--- config.mk ---
export PLATFORM = sky130hd
export DESIGN_NAME = ir_pulse_width_frame_decoder_core_flat
export DESIGN_NICKNAME = d
export VERILOG_FILES = /design/src/rtl/ipfd_pkg.sv /design/src/rtl/ipfd_if.sv /design/src/rtl/ipfd_frame_decoder.sv /design/src/rtl/ipfd_result_buffer.sv /design/src/rtl/ir_pulse_width_frame_decoder_core.sv /design/src/flat_wrapper.sv
export SDC_FILE = /design/constraint.sdc
export NUM_CORES = 1
export LEC_CHECK = 0
export ABC_AREA = 1
export ABC_CLOCK_PERIOD_IN_PS = 8189
export BUFFER_PORTS_ARGS = -buffer_cell sky130_fd_sc_hd__buf_2
export CAP_MARGIN = 20
export CORE_ASPECT_RATIO = 1.2
export CORE_MARGIN = 3
export CORE_UTILIZATION = 54
export CTS_CLUSTER_DIAMETER = 30
export DETAILED_ROUTE_END_ITERATION = 10
export PLACE_DENSITY = 0.74
export SYNTH_ARGS = -nofsm -noshare
export SYNTH_HDL_FRONTEND = slang
export SYNTH_SLANG_ARGS = --single-unit
--- constraint.sdc ---
create_clock -name clk -period 8.19 [get_ports clk]
set_input_delay 0.819 -clock clk [delete_from_list [all_inputs] [get_ports clk]]
set_output_delay 0.819 -clock clk [all_outputs]
set_load 0.01 [all_outputs]
--- src/rtl/ipfd_pkg.sv ---
// Shared types, constants and window-compare function for the IR frame decoder.
package ipfd_pkg;

  localparam int DUR_W      = 15;
  localparam int CNT_W      = 8;
  localparam int ADDR_W     = 5;
  localparam int CMD_W      = 7;
  localparam int RAW_W      = 32;
  localparam int ADDR_LSB   = 7;
  localparam int APB_ADDR_W = 5;
  localparam int APB_DATA_W = 32;
  localparam int REG_IDX_W  = 3;

  localparam logic [CNT_W-1:0] CNT_MAX = 8'hFF;

  localparam logic [DUR_W-1:0] HEADER_MARK_RESET  = 15'd2400;
  localparam logic [DUR_W-1:0] HEADER_SPACE_RESET = 15'd600;
  localparam logic [DUR_W-1:0] ZERO_MARK_RESET    = 15'd600;
  localparam logic [DUR_W-1:0] ONE_MARK_RESET     = 15'd1200;
  localparam logic [DUR_W-1:0] TOLERANCE_RESET    = 15'd200;

  typedef enum logic [REG_IDX_W-1:0] {
    REG_HEADER_MARK  = 3'd0,
    REG_HEADER_SPACE = 3'd1,
    REG_ZERO_MARK    = 3'd2,
    REG_ONE_MARK     = 3'd3,
    REG_TOLERANCE    = 3'd4
  } reg_idx_t;

  typedef struct packed {
    logic [DUR_W-1:0] header_mark_time;
    logic [DUR_W-1:0] header_space_time;
    logic [DUR_W-1:0] zero_mark_time;
    logic [DUR_W-1:0] one_mark_time;
    logic [DUR_W-1:0] match_tolerance;
  } cfg_t;

  typedef struct packed {
    logic [DUR_W-1:0] mark_time;
    logic [DUR_W-1:0] space_time;
    logic             frame_end;
  } symbol_t;

  typedef struct packed {
    logic              frame_valid;
    logic [CNT_W-1:0]  bits_taken;
    logic [ADDR_W-1:0] device_address;
    logic [CMD_W-1:0]  command_code;
    logic [RAW_W-1:0]  raw_word;
  } result_t;

  // strict window: t - tol < v < t + tol, rewritten without a negative bound
  function automatic logic within_window(input logic [DUR_W-1:0] v,
                                         input logic [DUR_W-1:0] t,
                                         input logic [DUR_W-1:0] tol);
    logic [DUR_W:0] v_plus_tol;
    logic [DUR_W:0] t_plus_tol;
    v_plus_tol = {1'b0, v} + {1'b0, tol};
    t_plus_tol = {1'b0, t} + {1'b0, tol};
    return (v_plus_tol > {1'b0, t}) && ({1'b0, v} < t_plus_tol);
  endfunction

endpackage

--- src/rtl/ipfd_if.sv ---
// Valid/ready channel interfaces for symbol beats and result beats.
interface ipfd_symbol_if;
  import ipfd_pkg::*;

  logic             valid;
  logic             ready;
  logic [DUR_W-1:0] mark_time;
  logic [DUR_W-1:0] space_time;
  logic             frame_end;

  modport source (output valid, output mark_time, output space_time, output frame_end,
                  input ready);
  modport sink (input valid, input mark_time, input space_time, input frame_end,
                output ready);
endinterface

interface ipfd_result_if;
  import ipfd_pkg::*;

  logic              valid;
  logic              ready;
  logic              frame_valid;
  logic [CNT_W-1:0]  bits_taken;
  logic [ADDR_W-1:0] device_address;
  logic [CMD_W-1:0]  command_code;
  logic [RAW_W-1:0]  raw_word;

  modport source (output valid, output frame_valid, output bits_taken,
                  output device_address, output command_code, output raw_word,
                  input ready);
  modport sink (input valid, input frame_valid, input bits_taken,
                input device_address, input command_code, input raw_word,
                output ready);
endinterface

--- src/rtl/ipfd_frame_decoder.sv ---
// Symbol input register, per-frame decode state and result assembly.
module ipfd_frame_decoder #(
  parameter int WORD_BITS   = 32,
  parameter int MIN_SYMBOLS = 13,
  parameter int MIN_BITS    = 12
) (
  input  logic              clk,
  input  logic              rst,
  input  ipfd_pkg::cfg_t    cfg,
  input  logic              sym_accept,
  input  ipfd_pkg::symbol_t sym,
  output logic              push,
  output ipfd_pkg::result_t push_data
);
  import ipfd_pkg::*;

  logic           sym_valid;
  symbol_t        sym_q;

  logic [CNT_W-1:0]     symbol_count, symbol_count_next, upd_count;
  logic                 header_good, header_good_next, upd_header;
  logic                 decode_stopped, decode_stopped_next, upd_stopped;
  logic [CNT_W-1:0]     bit_counter, bit_counter_next, upd_bits;
  logic [WORD_BITS-1:0] shift_word, shift_word_next, upd_word;

  logic is_one;
  logic is_zero;
  logic [RAW_W-1:0] raw;

  always_ff @(posedge clk) begin
    if (rst) begin
      sym_valid <= 1'b0;
    end else begin
      sym_valid <= sym_accept;
    end
  end

  always_ff @(posedge clk) begin
    if (sym_accept) begin
      sym_q <= sym;
    end
  end

  assign is_one  = within_window(sym_q.mark_time, cfg.one_mark_time, cfg.match_tolerance);
  assign is_zero = within_window(sym_q.mark_time, cfg.zero_mark_time, cfg.match_tolerance);

  always_comb begin
    upd_count   = symbol_count;
    upd_header  = header_good;
    upd_stopped = decode_stopped;
    upd_bits    = bit_counter;
    upd_word    = shift_word;
    if (symbol_count == '0) begin
      upd_header = within_window(sym_q.mark_time, cfg.header_mark_time, cfg.match_tolerance)
                && within_window(sym_q.space_time, cfg.header_space_time,
                                 cfg.match_tolerance);
    end else if (!decode_stopped) begin
      if (is_one || is_zero) begin
        for (int i = 0; i < WORD_BITS; i++) begin
          if (is_one && bit_counter == CNT_W'(i)) begin
            upd_word[i] = 1'b1;
          end
        end
        if (bit_counter != CNT_MAX) begin
          upd_bits = bit_counter + 1'b1;
        end
      end else begin
        upd_stopped = 1'b1;
      end
    end
    if (symbol_count != CNT_MAX) begin
      upd_count = symbol_count + 1'b1;
    end
  end

  assign raw = RAW_W'(upd_word);

  always_comb begin
    push                = sym_valid && sym_q.frame_end;
    push_data.frame_valid = upd_header
                         && (upd_count >= CNT_W'(MIN_SYMBOLS))
                         && (upd_bits >= CNT_W'(MIN_BITS));
    push_data.bits_taken     = upd_bits;
    push_data.device_address = raw[ADDR_LSB +: ADDR_W];
    push_data.command_code   = raw[CMD_W-1:0];
    push_data.raw_word       = raw;

    symbol_count_next   = symbol_count;
    header_good_next    = header_good;
    decode_stopped_next = decode_stopped;
    bit_counter_next    = bit_counter;
    shift_word_next     = shift_word;
    if (sym_valid) begin
      if (sym_q.frame_end) begin
        symbol_count_next   = '0;
        header_good_next    = 1'b0;
        decode_stopped_next = 1'b0;
        bit_counter_next    = '0;
        shift_word_next     = '0;
      end else begin
        symbol_count_next   = upd_count;
        header_good_next    = upd_header;
        decode_stopped_next = upd_stopped;
        bit_counter_next    = upd_bits;
        shift_word_next     = upd_word;
      end
    end
  end

  always_ff @(posedge clk) begin
    if (rst) begin
      symbol_count   <= '0;
      header_good    <= 1'b0;
      decode_stopped <= 1'b0;
      bit_counter    <= '0;
      shift_word     <= '0;
    end else begin
      symbol_count   <= symbol_count_next;
      header_good    <= header_good_next;
      decode_stopped <= decode_stopped_next;
      bit_counter    <= bit_counter_next;
      shift_word     <= shift_word_next;
    end
  end

endmodule

--- src/rtl/ipfd_result_buffer.sv ---
// Two-entry result register queue that decouples the decoder from a stalled receiver.
module ipfd_result_buffer (
  input  logic              clk,
  input  logic              rst,
  input  logic              push,
  input  ipfd_pkg::result_t push_data,
  input  logic              pop,
  output logic              head_valid,
  output ipfd_pkg::result_t head_data,
  output logic [1:0]        count
);
  import ipfd_pkg::*;

  result_t entry0;
  result_t entry1;

  always_ff @(posedge clk) begin
    if (rst) begin
      count <= 2'd0;
    end else begin
      unique case ({push, pop})
        2'b10:   count <= count + 2'd1;
        2'b01:   count <= count - 2'd1;
        default: count <= count;
      endcase
    end
  end

  always_ff @(posedge clk) begin
    unique case ({push, pop})
      2'b11: begin
        if (count == 2'd2) begin
          entry0 <= entry1;
          entry1 <= push_data;
        end else begin
          entry0 <= push_data;
        end
      end
      2'b01: begin
        entry0 <= entry1;
      end
      2'b10: begin
        if (count == 2'd0) begin
          entry0 <= push_data;
        end else begin
          entry1 <= push_data;
        end
      end
      default: entry0 <= entry0;
    endcase
  end

  assign head_valid = (count != 2'd0);
  assign head_data  = entry0;

endmodule

--- src/rtl/ir_pulse_width_frame_decoder_core.sv ---
// Top level of the pulse-width IR frame decoder: config registers, decoder, result queue.
//
// Usage:
//   symbol: one beat per IR symbol (mark_time, space_time, frame_end). The first beat of
//           a frame is the header; each mark after it is a one or a zero, or decoding stops.
//   result: one beat per frame, issued for the symbol that carries frame_end.
//   APB:    five 15-bit timing registers at byte addresses 0, 4, 8, 12, 16; write them
//           only while no frame is in progress and the result queue is empty.
// Throughput: one symbol per cycle while symbol.ready is high. The frame state updates
// from the registered symbol, and a result beat is valid once it reaches the result queue.
// A two-entry result queue keeps symbol.ready high while one result waits; symbol.ready
// drops only when both entries, counting a result still in the decode stage, are taken
// and result.ready is low. Results leave in order and stay stable while stalled.
// Reset (rst, synchronous) clears the frame state and the result queue and restores the
// timing registers to 2400/600/600/1200/200 us.
module ir_pulse_width_frame_decoder_core #(
  parameter int WORD_BITS   = 32,
  parameter int MIN_SYMBOLS = 13,
  parameter int MIN_BITS    = 12
) (
  input  logic                                 clk,
  input  logic                                 rst,
  ipfd_symbol_if.sink                          symbol,
  ipfd_result_if.source                        result,
  input  logic                                 psel,
  input  logic                                 penable,
  input  logic                                 pwrite,
  input  logic [ipfd_pkg::APB_ADDR_W-1:0]      paddr,
  input  logic [ipfd_pkg::APB_DATA_W-1:0]      pwdata,
  output logic [ipfd_pkg::APB_DATA_W-1:0]      prdata,
  output logic                                 pready
);
  import ipfd_pkg::*;

  cfg_t                 cfg;
  logic [REG_IDX_W-1:0] reg_index;
  logic                 reg_write;
  logic [DUR_W-1:0]     wdata;

  symbol_t     sym;
  logic        sym_accept;
  logic        push;
  result_t     push_data;
  logic        pop;
  logic        head_valid;
  result_t     head_data;
  logic [1:0]  count;
  logic [2:0]  in_flight;

  assign pready    = 1'b1;
  assign reg_index = paddr[APB_ADDR_W-1:2];
  assign reg_write = psel && penable && pwrite && pready;
  assign wdata     = pwdata[DUR_W-1:0];

  always_ff @(posedge clk) begin
    if (rst) begin
      cfg.header_mark_time  <= HEADER_MARK_RESET;
      cfg.header_space_time <= HEADER_SPACE_RESET;
      cfg.zero_mark_time    <= ZERO_MARK_RESET;
      cfg.one_mark_time     <= ONE_MARK_RESET;
      cfg.match_tolerance   <= TOLERANCE_RESET;
    end else if (reg_write) begin
      unique case (reg_index)
        REG_HEADER_MARK:  cfg.header_mark_time  <= wdata;
        REG_HEADER_SPACE: cfg.header_space_time <= wdata;
        REG_ZERO_MARK:    cfg.zero_mark_time    <= wdata;
        REG_ONE_MARK:     cfg.one_mark_time     <= wdata;
        REG_TOLERANCE:    cfg.match_tolerance   <= wdata;
        default:          cfg                   <= cfg;
      endcase
    end
  end

  always_comb begin
    unique case (reg_index)
      REG_HEADER_MARK:  prdata = APB_DATA_W'(cfg.header_mark_time);
      REG_HEADER_SPACE: prdata = APB_DATA_W'(cfg.header_space_time);
      REG_ZERO_MARK:    prdata = APB_DATA_W'(cfg.zero_mark_time);
      REG_ONE_MARK:     prdata = APB_DATA_W'(cfg.one_mark_time);
      REG_TOLERANCE:    prdata = APB_DATA_W'(cfg.match_tolerance);
      default:          prdata = '0;
    endcase
  end

  assign pop          = head_valid && result.ready;
  assign in_flight    = {1'b0, count} - {2'b00, pop} + {2'b00, push};
  assign symbol.ready = (in_flight < 3'd2);
  assign sym_accept   = symbol.valid && symbol.ready;

  assign sym.mark_time  = symbol.mark_time;
  assign sym.space_time = symbol.space_time;
  assign sym.frame_end  = symbol.frame_end;

  ipfd_frame_decoder #(
    .WORD_BITS   (WORD_BITS),
    .MIN_SYMBOLS (MIN_SYMBOLS),
    .MIN_BITS    (MIN_BITS)
  ) u_decoder (
    .clk        (clk),
    .rst        (rst),
    .cfg        (cfg),
    .sym_accept (sym_accept),
    .sym        (sym),
    .push       (push),
    .push_data  (push_data)
  );

  ipfd_result_buffer u_buffer (
    .clk        (clk),
    .rst        (rst),
    .push       (push),
    .push_data  (push_data),
    .pop        (pop),
    .head_valid (head_valid),
    .head_data  (head_data),
    .count      (count)
  );

  assign result.valid          = head_valid;
  assign result.frame_valid    = head_data.frame_valid;
  assign result.bits_taken     = head_data.bits_taken;
  assign result.device_address = head_data.device_address;
  assign result.command_code   = head_data.command_code;
  assign result.raw_word       = head_data.raw_word;

endmodule

--- src/flat_wrapper.sv ---
// flat-port wrapper written by rule: the top's interface ports become plain ports
module ir_pulse_width_frame_decoder_core_flat import ipfd_pkg::*;
#(
  parameter int WORD_BITS   = 32,
  parameter int MIN_SYMBOLS = 13,
  parameter int MIN_BITS    = 12
)
  (clk, rst, psel, penable, pwrite, paddr, pwdata, prdata, pready, symbol_valid, symbol_mark_time, symbol_space_time, symbol_frame_end, symbol_ready, result_valid, result_frame_valid, result_bits_taken, result_device_address, result_command_code, result_raw_word, result_ready);
  ipfd_symbol_if symbol_i ();
  ipfd_result_if result_i ();
  input  logic clk;
  input  logic rst;
  input  logic psel;
  input  logic penable;
  input  logic pwrite;
  input  logic [ipfd_pkg::APB_ADDR_W-1:0] paddr;
  input  logic [ipfd_pkg::APB_DATA_W-1:0] pwdata;
  output logic [ipfd_pkg::APB_DATA_W-1:0] prdata;
  output logic pready;
  input wire logic [$bits(symbol_i.valid)-1:0] symbol_valid;
  input wire logic [$bits(symbol_i.mark_time)-1:0] symbol_mark_time;
  input wire logic [$bits(symbol_i.space_time)-1:0] symbol_space_time;
  input wire logic [$bits(symbol_i.frame_end)-1:0] symbol_frame_end;
  output wire logic [$bits(symbol_i.ready)-1:0] symbol_ready;
  output wire logic [$bits(result_i.valid)-1:0] result_valid;
  output wire logic [$bits(result_i.frame_valid)-1:0] result_frame_valid;
  output wire logic [$bits(result_i.bits_taken)-1:0] result_bits_taken;
  output wire logic [$bits(result_i.device_address)-1:0] result_device_address;
  output wire logic [$bits(result_i.command_code)-1:0] result_command_code;
  output wire logic [$bits(result_i.raw_word)-1:0] result_raw_word;
  input wire logic [$bits(result_i.ready)-1:0] result_ready;
  assign symbol_i.valid = symbol_valid;
  assign symbol_i.mark_time = symbol_mark_time;
  assign symbol_i.space_time = symbol_space_time;
  assign symbol_i.frame_end = symbol_frame_end;
  assign symbol_ready = symbol_i.ready;
  assign result_valid = result_i.valid;
  assign result_frame_valid = result_i.frame_valid;
  assign result_bits_taken = result_i.bits_taken;
  assign result_device_address = result_i.device_address;
  assign result_command_code = result_i.command_code;
  assign result_raw_word = result_i.raw_word;
  assign result_i.ready = result_ready;
  ir_pulse_width_frame_decoder_core #(.WORD_BITS(WORD_BITS), .MIN_SYMBOLS(MIN_SYMBOLS), .MIN_BITS(MIN_BITS)) u_core (.clk(clk), .rst(rst), .symbol(symbol_i), .result(result_i), .psel(psel), .penable(penable), .pwrite(pwrite), .paddr(paddr), .pwdata(pwdata), .prdata(prdata), .pready(pready));
endmodule
Word level (Yosys, flattened, before mapping) --
Index checks and enable logic that the tools add are counted.
Storage, ports and cells: register bits 265, bits of input ports 75, output and inout port bits 88
Operators by class: reductions and logical operators 61, multiplexer cells 57, add/sub/neg operators 12, order comparisons 11, eq/ne operators 45
Operators with widths (number):
- $mux 53 | 4
- $pmux 53 s3 | 1
- $eq 8x5->1 const B | 16
- $mux 32 | 4
- $pmux 53 s2 | 1
- $add 15x15->16 | 6
- $pmux 15 s5 | 1
- $eq 8x4->1 const B | 8
- $gt 16x15->1 | 4
- $lt 15x16->1 | 4
- $mux 8 | 7
- $logic_and 1x1->1 | 44
- $mux 1 | 38
- $eq 8x3->1 const B | 4
- $add 8x1->8 const B | 2
- $eq 8x2->1 const B | 2
- $ge 8x4->1 const B | 2
- $logic_not 8->1 | 2
- $ne 8x8->1 const B | 2
- $reduce_and 2->1 | 7
- $eq 8x1->1 const B | 1
- $ne 2x2->1 const B | 4
- $eq 2x2->1 const B | 3
- $eq 3x2->1 const B | 2
- 15 further kinds | 17

Longest topological paths before layout --
depth in word-level cells 11, depth in mapped cells 37, gate-level depth less buffers 36

Cells and area by module --
A second synthesis with hierarchy kept.
Second synthesis, totals: cell total of the unflattened synthesis 2671, area, all modules 19742.7 µm²
Modules (own cells, without submodules):
- ipfd_frame_decoder | cells an instance 1448, area each 10467.5 µm², instances 1
- ipfd_result_buffer | cells an instance 593, area each 5268.8 µm², instances 1
- ir_pulse_width_frame_decoder_core | cells an instance 630, area each 4006.3 µm², instances 1

Least setup slack after synthesis --
OpenSTA, ideal clock, no wires.
path type input -> register, from input result_ready, to register u_core.u_decoder.sym_q[0] (netlist bit) (enable), data required time 7.732 ns, path buffers 1, slack 3.418 ns, data arrival time 4.314 ns, stages 8, cells stage by stage nand2_1 -> ha_1 -> clkbuf_1 -> nor2_1 -> inv_1 -> fa_1 -> nand2_1 -> nor3_1
On the way: cells in the longest elaborated chain, start to end 5
Ends and longest elaborated chain:
- start, declared | line flat_wrapper.sv:31 | input wire logic [$bits(result_i.ready)-1:0] result_ready;
- $logic_and 1x1->1 | line ir_pulse_width_frame_decoder_core.sv:85 | assign pop = head_valid && result.ready;
- $sub 2x1->3 | line ir_pulse_width_frame_decoder_core.sv:86 | assign in_flight = {1'b0, count} - {2'b00, pop} + {2'b00, push};
- $add 3x1->3 | line ir_pulse_width_frame_decoder_core.sv:86
- $lt 3x2->1 | line ir_pulse_width_frame_decoder_core.sv:87 | assign symbol.ready = (in_flight < 3'd2);
- $logic_and 1x1->1 | line ir_pulse_width_frame_decoder_core.sv:88 | assign sym_accept = symbol.valid && symbol.ready;
- via u_core.sym_accept | line ir_pulse_width_frame_decoder_core.sv:41 | logic sym_accept;
- end signal, assigned | line ipfd_frame_decoder.sv:40 | sym_q <= sym;
- end, declared | line ipfd_frame_decoder.sv:18 | symbol_t sym_q;
The timed path passes the listed nets, and every way through them passes these cells. A chain may end at the register's enable or synchronous reset.

==> run metrics <==
cts bufs inserted=51; FF/Latch Area=0.005956 mm^2; floorplan row count=71; Fin Clk Skew=about 0.023 ns; minimum clock period=between 5 and 6 ns; max-cap viol count=0; I/O pin cnt=between 150 and 200; Root Driver=sky130_fd_sc_hd__clkbuf_16; number of endpoints failing setup at the final stage=0; Post-CTS Setup Bufs=0; number of design rule violations left after detail routing=0; data required time of the worst path=8.49 ns; buffer and inverter count on the worst path=2; via/cell ratio=5.607; total vias in the final route=around 16k; gr usage total=0.2732; Routability Congestion=0.9365; Final ANT Viol Nets=0; Post-Syn Area per Cell=7.755 um^2; type of the worst min-delay path=input pin to flop; gate count of the mapped netlist=around 2.3k; final total power=5.153 mW; Crit path arrival time=5.85 ns; detailed placer's ending HPWL=36.03 mm; cell area after synthesis=between 0.015 and 0.02 mm^2; CTS resizes=0; TritonCTS clock tree=done; filler instances=between 2k and 3k; critical path endpoint category=flop; warning count from the yosys run=0; die width=170.6 um; total count of max-transition violations in the final report=0; delay-heaviest family, CP=simple AND/OR/NAND/NOR gates; part of the Yosys area used for sequential elements=0.3391; Worst path most repeated cell=sky130_fd_sc_hd__nand2_1; die height=203.6 um; antenna violations before repair=0; detail-routed net length per standard cell=17.05 um; Slew @ Worst Pin=roughly 1.0 ns; top-area cell type share of the netlist area=0.1932; largest area contributor in the netlist=sky130_fd_sc_hd__edfxtp_1; clock sink count=241; overall overflow remaining after global route=0; core region area=between 0.03 and 0.04 mm^2; Critical Path Fanout Max=12; leakage power total=around 9.0 nW; main area contributors after synthesis=sky130_fd_sc_hd__edfxtp_1 19%, sky130_fd_sc_hd__ha_1 15%, sky130_fd_sc_hd__dfxtp_1 15%; first drt pass iteration count=5; Total Die Area=around 0.035 mm^2; headroom to the max-slew limit=0.3287; CTS H-Tree Depth=2; final WL=48.21 mm; hold-fix buffers at CTS=0; layout cells sized above 1=0.1244; number of synthesized register bits=about 240; critical setup path kind=flop to flop; largest net degree at the start of global routing=74; Reg clk slew, reported paths=approximately 0.050 ns; worst supply voltage drop on vdd=0.1929 mV; Pwr per Cell Area=256.0 mW/mm^2; IO Port Bufs=125; type of origin of the critical path=flop; Hold Vio Cnt, Final=0; global-route wire length before repair=76.41 mm; Clk Latency, worst-skew pair=roughly 0.56 ns; number of antenna diodes=0; outcome=completed; number of buffers on the longest clock path=3; post-layout utilization of the core=0.6348; area overhead of the layout relative to synthesis=14.61%; leading register cell type out of synthesis=sky130_fd_sc_hd__dfxtp_1; maximum achievable frequency=0.1800 GHz; setup repair after global routing missed its margin=no; slowest cell on the critical path=sky130_fd_sc_hd__dfxtp_1; number of library cell types mapped by synthesis=53; area of combinational cells with multiple inputs=around 0.010 mm^2; Starting Density=0.5539; number of global-route vias before repair=15.74k; max incr delay on CP=between 0.7 and 0.8 ns; NumNets Final=2683; total negative slack=0 ns; Final Cycle Share=0.6784; number of enable flip-flop cells after synthesis=113; violation count after the first detailed-route iteration=986; share of async-settable or async-resettable flops after synthesis=0
path summary, 6_finish.rpt:
path / from / end / slack [ns] / depth (start not counted)
hold reg to reg: u_core.u_decoder.header_good$_SDFFE_PP0P_ / u_core.u_decoder.header_good$_SDFFE_PP0P_ / 0.47 / 2
hold / removal: symbol_space_time[14] / u_core.u_decoder.sym_q[15]$_DFFE_PP_ / 0.44 / 1
setup reg to reg: u_core.cfg[1]$_SDFFE_PP0P_ / u_core.u_buffer.head_data[52]$_DFFE_PP_ / 2.63 / 33
setup / recovery: u_core.cfg[1]$_SDFFE_PP0P_ / u_core.u_buffer.head_data[52]$_DFFE_PP_ / 2.63 / 33
sequential cells by signal (all words and copies together) (netlist names):
name and count:
u_core.u_buffer.head_data 41, u_core.u_decoder.sym_valid 1, u_core.u_decoder.decode_stopped 1, u_core.u_buffer.entry1 41, u_core.cfg 75, u_core.u_decoder.shift_word 32, u_core.u_decoder.bit_counter 8, u_core.u_buffer.count 2
u_core.u_decoder.header_good 1, u_core.u_decoder.sym_q 31, u_core.u_decoder.symbol_count 8
stage by stage:
stage | instances | setup slack [ns] | hold WS, ns | area (um^2)
2_1_floorplan | 2281 | 3.418 | 0.4454 | 17630
3_3_place_gp | 2731 | 2.771 | 0.4527 | 18400
3_5_place_dp | 2733 | 2.664 | 0.4567 | 18430
4_1_cts | 2828 | 2.622 | 0.4235 | 20130
5_1_grt | 2828 | 1.996 | 0.4286 | 20130
6_report | 2828 | 2.634 | 0.4384 | 20130
synthesized netlist by cell type, drive strengths merged, types with 11 or more instances:
library cell / number
a211oi: 16
a21oi: 209
a221oi: 11
a31oi: 13
buf: 36
clkbuf: 55
dfxtp: 128
edfxtp: 113
ha: 216
inv: 316
nand2: 412
nand3: 45
nand4: 18
nor2: 214
nor3: 46
o211ai: 18
o21ai: 239
o21bai: 20
o22ai: 15
xnor2: 29
xor2: 54
layout make-up:
type | count | share of cell area
clock buffer | 58 | 0.06625
timing repair buffer | 142 | 0.03822
clock inverter | 37 | 0.01846
multi-input combinational | 1633 | 0.4973
inverter | 316 | 0.05904
sequential | 241 | 0.2958
tap | 401 | 0.02492
kinds of logic (layout without fill, tap and decap cells):
family,count (synthesis),after routing,synth area share
simple gates,747,747,0.1776
fa+ha+maj,223,223,0.1618
compound gates,562,562,0.1840
xor+xnor,83,83,0.04138
flops,241,241,0.3391
other cells,2,18,0.0004275
buf+inv,407,553,0.09573
per-layer routing:
metal,global-route usage,wire length (um),part of all wire
met2,0.4991,24300,0.50
met4,0.1446,2625,0.054
met3,0.03490,2610,0.054
met5,0,0,0
met1,0.3062,18670,0.39
placed cells by master, fill, tap and decap left out, types with 54 or more instances in the layout:
| cell type | synthesis | layout |
|---|---|---|
| sky130_fd_sc_hd__nand2_1 | 393 | 393 |
| sky130_fd_sc_hd__inv_1 | 297 | 297 |
| sky130_fd_sc_hd__nor2_1 | 208 | 207 |
| sky130_fd_sc_hd__a21oi_1 | 206 | 206 |
| sky130_fd_sc_hd__ha_1 | 216 | 215 |
| sky130_fd_sc_hd__edfxtp_1 | 113 | 113 |
| sky130_fd_sc_hd__dfxtp_1 | 128 | 128 |
| sky130_fd_sc_hd__o21ai_0 | 192 | 191 |
| sky130_fd_sc_hd__buf_2 | 1 | 125 |
| sky130_fd_sc_hd__xor2_1 | 54 | 54 |
where the power goes:
part / switching (mW) / total [mW] / internal (mW) / leakage [nW]
Combinational: 1.03 / 1.58 / 0.550 / 6.09
Sequential: 0.111 / 1.56 / 1.45 / 2.06
Clock: 0.703 / 2.01 / 1.31 / 0.812
No activity file was read; power rests on OpenSTA's default activity.
